--- config.mk ---
export PLATFORM = sky130hd
export DESIGN_NAME = picture_unit_register_port_unit
export DESIGN_NICKNAME = d
export VERILOG_FILES = /design/src/rtl/pur_pkg.sv /design/src/rtl/pur_front.sv /design/src/rtl/pur_back.sv /design/src/rtl/pur_out_fifo.sv /design/src/rtl/picture_unit_register_port_unit.sv
export VERILOG_INCLUDE_DIRS = /design/src /design/src/rtl
export SDC_FILE = /design/constraint.sdc
export NUM_CORES = 2
export LEC_CHECK = 0
export BUFFER_PORTS_ARGS = -buffer_cell sky130_fd_sc_hd__buf_2
export CELL_PAD_IN_SITES_DETAIL_PLACEMENT = 1
export CELL_PAD_IN_SITES_GLOBAL_PLACEMENT = 1
export CORE_MARGIN = 2
export CORE_UTILIZATION = 56
export DETAILED_ROUTE_END_ITERATION = 8
export PLACE_DENSITY_LB_ADDON = 0.1
export SLEW_MARGIN = 20
export SYNTH_ARGS = -nofsm -noshare
export SYNTH_HDL_FRONTEND = slang
export SYNTH_SLANG_ARGS = --single-unit
--- constraint.sdc ---
create_clock -name i_clk -period 5.8 [get_ports i_clk]
set_input_delay 0.29 -clock i_clk [delete_from_list [all_inputs] [get_ports i_clk]]
set_output_delay 0.29 -clock i_clk [all_outputs]
set_load 0.01 [all_outputs]
--- src/rtl/picture_unit_register_port_unit_defines.svh ---
// Assertion macros for the picture unit register port RTL
`ifndef PICTURE_UNIT_REGISTER_PORT_UNIT_DEFINES_SVH
`define PICTURE_UNIT_REGISTER_PORT_UNIT_DEFINES_SVH

// Combinational or same-cycle implication property
`define PUR_ASSERT(lbl, clk, rst_n, prop, msg) \
    lbl: assert property (@(posedge clk) disable iff (!rst_n) prop) else $error(msg);

// Next-cycle implication: cons holds in the cycle after ante
`define PUR_ASSERT_NEXT(lbl, clk, rst_n, ante, cons, msg) \
    lbl: assert property (@(posedge clk) disable iff (!rst_n) (ante) |=> (cons)) else $error(msg);

`endif

--- src/rtl/pur_pkg.sv ---
// Shared types and constants for the picture unit register port
package pur_pkg;

    localparam logic [2:0] REG_CTRL     = 3'd0;
    localparam logic [2:0] REG_MASK     = 3'd1;
    localparam logic [2:0] REG_STATUS   = 3'd2;
    localparam logic [2:0] REG_OAM_ADDR = 3'd3;
    localparam logic [2:0] REG_OAM_DATA = 3'd4;
    localparam logic [2:0] REG_SCROLL   = 3'd5;
    localparam logic [2:0] REG_ADDR     = 3'd6;
    localparam logic [2:0] REG_DATA     = 3'd7;

    localparam logic ACT_READ  = 1'b0;
    localparam logic ACT_WRITE = 1'b1;

    localparam logic [1:0] VOP_NONE  = 2'd0;
    localparam logic [1:0] VOP_WRITE = 2'd1;
    localparam logic [1:0] VOP_READ  = 2'd2;

    localparam logic [7:0]  MASK_RESET = 8'h1E;
    localparam logic [14:0] STEP_COL   = 15'd1;
    localparam logic [14:0] STEP_ROW   = 15'd32;
    localparam int          CTRL_INC_BIT = 2;

    localparam int CMD_DEPTH = 2;
    localparam int CMD_PTR_W = $clog2(CMD_DEPTH);
    localparam int CMD_CNT_W = $clog2(CMD_DEPTH + 1);

    localparam int OUT_DEPTH = 4;
    localparam int OUT_PTR_W = $clog2(OUT_DEPTH);
    localparam int OUT_CNT_W = $clog2(OUT_DEPTH + 1);

    typedef enum logic [3:0] {
        K_NONE,
        K_CTRL,
        K_MASK,
        K_OAM_ADDR,
        K_OAM_WR,
        K_OAM_RD,
        K_SCROLL,
        K_ADDR,
        K_DATA_WR,
        K_DATA_RD
    } t_kind;

    typedef struct packed {
        t_kind      kind;
        logic [7:0] data;
    } t_cmd;

    typedef struct packed {
        logic [7:0]  read_data;
        logic [1:0]  vram_op;
        logic [13:0] vram_address;
        logic [7:0]  vram_write_data;
        logic        nmi_enable;
        logic        tall_sprites;
        logic        sprite_table_high;
        logic        bg_table_high;
        logic [7:0]  render_mask;
        logic [2:0]  fine_scroll_x;
        logic [14:0] scroll_temp;
    } t_result;

endpackage

--- src/rtl/pur_front.sv ---
// Front end: decodes bus accesses into commands and queues them for the back end
module pur_front (
    input  logic          i_clk,
    input  logic          i_rst_n,
    input  logic          i_push,
    output logic          o_full,
    input  logic          i_action,
    input  logic [2:0]    i_reg_index,
    input  logic [7:0]    i_write_data,
    output logic          o_cmd_valid,
    output pur_pkg::t_cmd o_cmd,
    input  logic          i_cmd_pop
);
    import pur_pkg::*;

    t_cmd                 r_queue [CMD_DEPTH];
    logic [CMD_PTR_W-1:0] r_wr_ptr;
    logic [CMD_PTR_W-1:0] r_rd_ptr;
    logic [CMD_CNT_W-1:0] r_count;
    logic [CMD_CNT_W-1:0] n_count;
    logic                 w_accept;
    t_cmd                 w_cmd;

    assign o_full      = (r_count == CMD_CNT_W'(CMD_DEPTH));
    assign o_cmd_valid = (r_count != '0);
    assign o_cmd       = r_queue[r_rd_ptr];
    assign w_accept    = i_push && !o_full;

    always_comb begin
        w_cmd.data = i_write_data;
        w_cmd.kind = K_NONE;
        if (i_action == ACT_WRITE) begin
            unique case (i_reg_index)
                REG_CTRL:     w_cmd.kind = K_CTRL;
                REG_MASK:     w_cmd.kind = K_MASK;
                REG_STATUS:   w_cmd.kind = K_NONE;
                REG_OAM_ADDR: w_cmd.kind = K_OAM_ADDR;
                REG_OAM_DATA: w_cmd.kind = K_OAM_WR;
                REG_SCROLL:   w_cmd.kind = K_SCROLL;
                REG_ADDR:     w_cmd.kind = K_ADDR;
                REG_DATA:     w_cmd.kind = K_DATA_WR;
                default:      w_cmd.kind = K_NONE;
            endcase
        end else begin
            unique case (i_reg_index)
                REG_OAM_DATA: w_cmd.kind = K_OAM_RD;
                REG_DATA:     w_cmd.kind = K_DATA_RD;
                default:      w_cmd.kind = K_NONE;
            endcase
        end
    end

    always_comb begin
        case ({w_accept, i_cmd_pop})
            2'b10:   n_count = r_count + CMD_CNT_W'(1);
            2'b01:   n_count = r_count - CMD_CNT_W'(1);
            default: n_count = r_count;
        endcase
    end

    always_ff @(posedge i_clk) begin
        if (!i_rst_n) begin
            r_wr_ptr <= '0;
            r_rd_ptr <= '0;
            r_count  <= '0;
        end else begin
            r_count <= n_count;
            if (w_accept) begin
                r_wr_ptr <= r_wr_ptr + CMD_PTR_W'(1);
            end
            if (i_cmd_pop) begin
                r_rd_ptr <= r_rd_ptr + CMD_PTR_W'(1);
            end
        end
    end

    always_ff @(posedge i_clk) begin
        if (w_accept) begin
            r_queue[r_wr_ptr] <= w_cmd;
        end
    end

endmodule

--- src/rtl/pur_back.sv ---
// Back end: executes commands on the register state and sprite memory
`include "picture_unit_register_port_unit_defines.svh"
module pur_back #(
    parameter int SPRITE_MEM_BYTES = 256
) (
    input  logic                            i_clk,
    input  logic                            i_rst_n,
    input  logic                            i_cmd_valid,
    input  pur_pkg::t_cmd                   i_cmd,
    output logic                            o_cmd_pop,
    input  logic [pur_pkg::OUT_CNT_W-1:0]   i_out_count,
    output logic                            o_res_push,
    output pur_pkg::t_result                o_res
);
    import pur_pkg::*;

    localparam int AW = $clog2(SPRITE_MEM_BYTES);

    logic [7:0]                  r_mem [SPRITE_MEM_BYTES];
    logic [SPRITE_MEM_BYTES-1:0] r_mem_vld;
    logic [7:0]                  r_rd_data;
    logic                        r_rd_vld;

    logic [7:0]  r_ctrl,  n_ctrl;
    logic [7:0]  r_mask,  n_mask;
    logic [7:0]  r_ptr,   n_ptr;
    logic [14:0] r_temp,  n_temp;
    logic [14:0] r_cur,   n_cur;
    logic [2:0]  r_fine,  n_fine;
    logic        r_first, n_first;

    logic        r_s2_valid;
    logic        r_s2_oam_rd;
    t_result     r_s2_res;
    t_result     n_res;

    logic [AW-1:0] w_idx;
    logic [14:0]   w_step;
    logic          w_room;

    assign w_idx     = r_ptr[AW-1:0];
    assign w_step    = r_ctrl[CTRL_INC_BIT] ? STEP_ROW : STEP_COL;
    assign w_room    = (i_out_count + OUT_CNT_W'(r_s2_valid)) < OUT_CNT_W'(OUT_DEPTH);
    assign o_cmd_pop = i_cmd_valid && w_room;

    always_comb begin
        n_ctrl  = r_ctrl;
        n_mask  = r_mask;
        n_ptr   = r_ptr;
        n_temp  = r_temp;
        n_cur   = r_cur;
        n_fine  = r_fine;
        n_first = r_first;
        n_res   = '0;
        unique case (i_cmd.kind)
            K_CTRL: begin
                n_ctrl = i_cmd.data;
                n_temp = {r_temp[14:12], i_cmd.data[1:0], r_temp[9:0]};
            end
            K_MASK:     n_mask = i_cmd.data;
            K_OAM_ADDR: n_ptr  = i_cmd.data;
            K_OAM_WR:   n_ptr  = r_ptr + 8'd1;
            K_OAM_RD:   n_ptr  = r_ptr;
            K_SCROLL: begin
                if (r_first) begin
                    n_fine = i_cmd.data[2:0];
                    n_temp = {r_temp[14:5], i_cmd.data[7:3]};
                end else begin
                    n_temp = {i_cmd.data[2:0], r_temp[11:10], i_cmd.data[7:3], r_temp[4:0]};
                end
                n_first = !r_first;
            end
            K_ADDR: begin
                if (r_first) begin
                    n_temp = {1'b0, i_cmd.data[5:0], r_temp[7:0]};
                end else begin
                    n_temp = {r_temp[14:8], i_cmd.data};
                    n_cur  = {r_temp[14:8], i_cmd.data};
                end
                n_first = !r_first;
            end
            K_DATA_WR: begin
                n_res.vram_op         = VOP_WRITE;
                n_res.vram_address    = r_cur[13:0];
                n_res.vram_write_data = i_cmd.data;
                n_cur                 = r_cur + w_step;
            end
            K_DATA_RD: begin
                n_res.vram_op      = VOP_READ;
                n_res.vram_address = r_cur[13:0];
                n_cur              = r_cur + w_step;
            end
            default: n_res.vram_op = VOP_NONE;
        endcase
        n_res.nmi_enable        = n_ctrl[7];
        n_res.tall_sprites      = n_ctrl[5];
        n_res.sprite_table_high = n_ctrl[3];
        n_res.bg_table_high     = n_ctrl[4];
        n_res.render_mask       = n_mask;
        n_res.fine_scroll_x     = n_fine;
        n_res.scroll_temp       = n_temp;
    end

    always_ff @(posedge i_clk) begin
        if (!i_rst_n) begin
            r_ctrl     <= '0;
            r_mask     <= MASK_RESET;
            r_ptr      <= '0;
            r_temp     <= '0;
            r_cur      <= '0;
            r_fine     <= '0;
            r_first    <= 1'b1;
            r_mem_vld  <= '0;
            r_s2_valid <= 1'b0;
        end else begin
            r_s2_valid <= o_cmd_pop;
            if (o_cmd_pop) begin
                r_ctrl  <= n_ctrl;
                r_mask  <= n_mask;
                r_ptr   <= n_ptr;
                r_temp  <= n_temp;
                r_cur   <= n_cur;
                r_fine  <= n_fine;
                r_first <= n_first;
                if (i_cmd.kind == K_OAM_WR) begin
                    r_mem_vld[w_idx] <= 1'b1;
                end
            end
        end
    end

    // sprite memory: one write or one registered read per beat
    always_ff @(posedge i_clk) begin
        if (o_cmd_pop && (i_cmd.kind == K_OAM_WR)) begin
            r_mem[w_idx] <= i_cmd.data;
        end
        r_rd_data <= r_mem[w_idx];
        r_rd_vld  <= r_mem_vld[w_idx];
    end

    always_ff @(posedge i_clk) begin
        if (o_cmd_pop) begin
            r_s2_res    <= n_res;
            r_s2_oam_rd <= (i_cmd.kind == K_OAM_RD);
        end
    end

    always_comb begin
        o_res = r_s2_res;
        o_res.read_data = (r_s2_oam_rd && r_rd_vld) ? r_rd_data : 8'd0;
    end
    assign o_res_push = r_s2_valid;

    `PUR_ASSERT(a_pop_needs_cmd, i_clk, i_rst_n, o_cmd_pop |-> i_cmd_valid, "pop of empty queue")
    `PUR_ASSERT(a_no_overflow, i_clk, i_rst_n,
                r_s2_valid |-> (i_out_count < OUT_CNT_W'(OUT_DEPTH)),
                "result queue overflow")
    `PUR_ASSERT_NEXT(a_addr_step, i_clk, i_rst_n,
                     o_cmd_pop && (i_cmd.kind == K_DATA_WR || i_cmd.kind == K_DATA_RD),
                     (r_s2_res.vram_address + w_step[13:0]) == r_cur[13:0],
                     "address step mismatch")

endmodule

--- src/rtl/pur_out_fifo.sv ---
// Result queue between the back end and the result ports
module pur_out_fifo (
    input  logic                           i_clk,
    input  logic                           i_rst_n,
    input  logic                           i_push,
    input  pur_pkg::t_result               i_res,
    input  logic                           i_pop,
    output logic                           o_empty,
    output pur_pkg::t_result               o_res,
    output logic [pur_pkg::OUT_CNT_W-1:0]  o_count
);
    import pur_pkg::*;

    t_result              r_queue [OUT_DEPTH];
    logic [OUT_PTR_W-1:0] r_wr_ptr;
    logic [OUT_PTR_W-1:0] r_rd_ptr;
    logic [OUT_CNT_W-1:0] r_count;
    logic                 w_pop;

    assign o_empty = (r_count == '0);
    assign o_res   = r_queue[r_rd_ptr];
    assign o_count = r_count;
    assign w_pop   = i_pop && !o_empty;

    always_ff @(posedge i_clk) begin
        if (!i_rst_n) begin
            r_wr_ptr <= '0;
            r_rd_ptr <= '0;
            r_count  <= '0;
        end else begin
            case ({i_push, w_pop})
                2'b10:   r_count <= r_count + OUT_CNT_W'(1);
                2'b01:   r_count <= r_count - OUT_CNT_W'(1);
                default: r_count <= r_count;
            endcase
            if (i_push) begin
                r_wr_ptr <= r_wr_ptr + OUT_PTR_W'(1);
            end
            if (w_pop) begin
                r_rd_ptr <= r_rd_ptr + OUT_PTR_W'(1);
            end
        end
    end

    always_ff @(posedge i_clk) begin
        if (i_push) begin
            r_queue[r_wr_ptr] <= i_res;
        end
    end

endmodule

--- src/rtl/picture_unit_register_port_unit.sv ---
// A beat passes the command queue, the back-end result register and the result queue.
// Throughput: one beat per cycle; back end stalls once held plus in-flight results reach 4.
// Sprite memory accesses use one port with registered read data.
// Reset (synchronous, active low) clears queues and registers, mask to 0x1E, toggle to first;
// per-entry valid bits make all sprite memory bytes read as zero, no clearing pass.
module picture_unit_register_port_unit #(
    parameter int SPRITE_MEM_BYTES = 256
) (
    input  logic        i_clk,
    input  logic        i_rst_n,
    input  logic        push,
    output logic        full,
    input  logic        i_action,
    input  logic [2:0]  i_reg_index,
    input  logic [7:0]  i_write_data,
    output logic        empty,
    input  logic        pop,
    output logic [7:0]  o_read_data,
    output logic [1:0]  o_vram_op,
    output logic [13:0] o_vram_address,
    output logic [7:0]  o_vram_write_data,
    output logic        o_nmi_enable,
    output logic        o_tall_sprites,
    output logic        o_sprite_table_high,
    output logic        o_bg_table_high,
    output logic [7:0]  o_render_mask,
    output logic [2:0]  o_fine_scroll_x,
    output logic [14:0] o_scroll_temp
);
    import pur_pkg::*;

    logic                 w_cmd_valid;
    t_cmd                 w_cmd;
    logic                 w_cmd_pop;
    logic [OUT_CNT_W-1:0] w_out_count;
    logic                 w_res_push;
    t_result              w_res_in;
    t_result              w_res_out;

    pur_front u_front (
        .i_clk        (i_clk),
        .i_rst_n      (i_rst_n),
        .i_push       (push),
        .o_full       (full),
        .i_action     (i_action),
        .i_reg_index  (i_reg_index),
        .i_write_data (i_write_data),
        .o_cmd_valid  (w_cmd_valid),
        .o_cmd        (w_cmd),
        .i_cmd_pop    (w_cmd_pop)
    );

    pur_back #(
        .SPRITE_MEM_BYTES (SPRITE_MEM_BYTES)
    ) u_back (
        .i_clk       (i_clk),
        .i_rst_n     (i_rst_n),
        .i_cmd_valid (w_cmd_valid),
        .i_cmd       (w_cmd),
        .o_cmd_pop   (w_cmd_pop),
        .i_out_count (w_out_count),
        .o_res_push  (w_res_push),
        .o_res       (w_res_in)
    );

    pur_out_fifo u_out (
        .i_clk   (i_clk),
        .i_rst_n (i_rst_n),
        .i_push  (w_res_push),
        .i_res   (w_res_in),
        .i_pop   (pop),
        .o_empty (empty),
        .o_res   (w_res_out),
        .o_count (w_out_count)
    );

    assign o_read_data         = w_res_out.read_data;
    assign o_vram_op           = w_res_out.vram_op;
    assign o_vram_address      = w_res_out.vram_address;
    assign o_vram_write_data   = w_res_out.vram_write_data;
    assign o_nmi_enable        = w_res_out.nmi_enable;
    assign o_tall_sprites      = w_res_out.tall_sprites;
    assign o_sprite_table_high = w_res_out.sprite_table_high;
    assign o_bg_table_high     = w_res_out.bg_table_high;
    assign o_render_mask       = w_res_out.render_mask;
    assign o_fine_scroll_x     = w_res_out.fine_scroll_x;
    assign o_scroll_temp       = w_res_out.scroll_temp;

endmodule

==> impl_results.md <==
- Status: completed
- Synthesized net count: 5197
- Fin Hold WS: 0.116 ns
- Final worst setup slack: 0.924 ns
- Worst VDD drop: 377 uV
- Core Box Area: 185000 um2
- Clock skew: 0.0513 ns
- Synth unique cells: 64
- H-tree levels: 5
- RSZ-0062 raised after global routing: no
- Crit path capture type: flip-flop
- Hold WC Path Type: in2reg
- Mean Syn Cell Area: 20.2 um2
- Residual DRC count: 0
- Synthesized cell area: ~100000 um2
- Yosys warns: 0
- CTS sink count: between 2000 and 3000
- Setup TNS: 0 ns
- Seq/Total Area, Yosys: 74.9%
- Delay-heaviest family, CP: simple AND/OR/NAND/NOR gates
- Area Overhead vs Synth: 12.9%
- Crit path DAT: approximately 5.4 ns
- # IOs: 80
- Cell Chain, Critical Path: mux2_2, or3_1, nor2_2, buf_4, nand3_1, nor2_1
- Die Area: between 150000 and 200000 um2
- Primary FF master, synth: edfxtp_1
- Crit-path max cell delay: 0.99 ns
- Post-synth ARST share: 0%
- Data required, critical path: 6.32 ns
- Setup Crit Path Kind: reg2reg
- Slew Limit Headroom: between 15 and 20%
- Post-CTS Resized: 0
- Final Hold Fails: 0
- Die width: about 440 um
- Beginning of the worst hold path: i_write_data[2]
- Initial antenna violation count: 6
- Crit-path slowest cell: nor2_1
- Total grt overflow: 0
- Max Cap Violations: 0
- Initial Utilization: 56.3%
- DR pass1 iterations: 5
- Final WL: roughly 280000 um
- Post-DP HPWL: 168000 um
- CTS buffer count: 293
- Setup Viol. Count Final: 0
- Global Route Usage Sum: 30.2%
- Slew Limit Fails: 0
- Post-synthesis register bit count: between 2000 and 3000
- 1st-iter DRT viols: about 6300
- Most numerous cell in the Yosys netlist: edfxtp_1
- ANT nets after route: 0
- Max Clock Freq: around 0.2 GHz
- Synth top cells by count: edfxtp_1, mux4_2, dfxtp_1, nor2_1, o21a_1
- Final Power: roughly 49 mW
- Static leakage: roughly 37 nW
- EDFF count, synth: 2375
- Number of global-route vias before repair: 55400
- Share of layout cells above drive strength 1: 25.5%
- Period utilization: 84.1%
- Die H: 435 um
- Crit Path Max Fanout: 17
- Maximum clock insertion buffer count: 4
- Area leader, netlist: edfxtp_1
- Clk slew on worst S/H paths: 0.06 ns
- Buf/Inv on CP: 1
- Largest net degree at the start of global routing: 173
- Worst slew pin tran: between 1 and 1.5 ns
- Final period demand of the worst path: approximately 5 ns
- Vias/cell: 6.61
- Port-buffer cells: 79
- Top cells by area, synth: edfxtp_1, mux4_2, dfxtp_1, o21a_1, nor2_1
- Mapped Cells: ~5200
- Global-route wire length before repair: 411000 um
- Nets: roughly 5500
- Number of core rows: ~160
- Wire per inst: 34.9 um
- PwrDens: 420 nW/um2
- Crit path launch type: flip-flop
- Yosys top cell area share: between 60 and 70%
- CTS tree: done
- GPL Wtd Cong: between 0.8 and 0.9
- Clk_lat worst skew: 0.94 ns
- Root Driver: clkbuf_16
- Placement-stage worst setup slack: 1.03 ns
- Via Count: 53700
worst paths after layout:
path                                         to  slack [ns]  cells past startpoint
max               u_back.r_mem[73][2]$_DFFE_PP_        0.92                      6
min             u_front.r_queue[1][2]$_DFFE_PP_        0.12                      2
max reg2reg       u_back.r_mem[73][2]$_DFFE_PP_        0.92                      6
min reg2reg  u_back.r_mem_vld[242]$_SDFFE_PN0P_        0.46                      1
cells in the final DEF, fill, tap and decap left out, types with 45 or more instances in the layout:
master,Yosys,layout
a21oi_1,52,52
mux2i_1,99,96
nand2_1,194,179
nor2_1,331,325
buf_4,22,148
clkinv_2,0,45
o21ai_0,65,63
mux4_2,709,709
clkbuf_16,0,300
dfxtp_1,334,328
buf_2,72,78
edfxtp_1,2375,2375
a22oi_1,54,54
o21a_1,260,260
clkbuf_1,155,72
state kept, by name, indices dropped and copies added (netlist names), 3 cells and up, named ones only:
name / flops
u_back.r_mem: 2048
u_back.r_mem_vld: 256
u_out.r_queue: 248
u_back.o_res: 54
u_front.r_queue: 24
u_back.r_temp: 15
u_back.r_cur: 14
u_back.r_mask: 8
u_back.r_ptr: 8
u_back.r_rd_data: 8
u_back.r_ctrl: 5
u_back.r_fine: 3
u_out.o_count: 3
power breakdown:
| part | switching, mW | internal (mW) |
|---|---|---|
| logic | 4.71 | 2.10 |
| registers | 0.513 | 23.2 |
| clock network | 7.48 | 11.3 |
| total | 12.7 | 36.7 |
cell families after synthesis:
group,after synthesis,synth area share [%]
AO/OA/AOI/OAI,587,4.06
flip-flops,2709,74.9
AND/OR/NAND/NOR,689,2.84
buffers and inverters,334,1.55
XOR/XNOR,12,0.101
adder cells (fa/ha/maj),18,0.223
multiplexers,814,16.3
stage by stage:
step           utilization, %  instances  cell area (um2)
3_5_place_dp             58.3       7583           108000
4_1_cts                  63.5       8115           118000
6_report                 63.6       8118           118000
3_3_place_gp             58.2       7583           108000
2_1_floorplan               -       5163           104000
5_1_grt                  63.5       8115           118000
layer usage:
metal  wire length (um)  global-route usage, %  part of all wire, %  vias up
met5                 16                      0               0.0057        -
met4               9250                   9.50                  3.3        2
met3              23400                   5.71                  8.3      491
met2             137000                   47.7                   48     2595
met1             113000                   43.2                   40    28900
li1                   -                      -                    -    21700
area by class of cell:
cell class,instances,area (um2)
sequential,2709,78000
fill,15100,67400
multi-input combinational,2120,24700
clock buffer,403,8200
tap,2480,3100
timing repair buffer,260,2000
clock inverter,111,1400
inverter,32,181
antenna,3,7.51
what timing repair did:
item                                   4_1_cts  5_1_grt
hold buffers                                18        0
endpoints found under the hold margin      108        0
buffers inserted                             0        0
No activity file was read; power rests on OpenSTA's default activity.
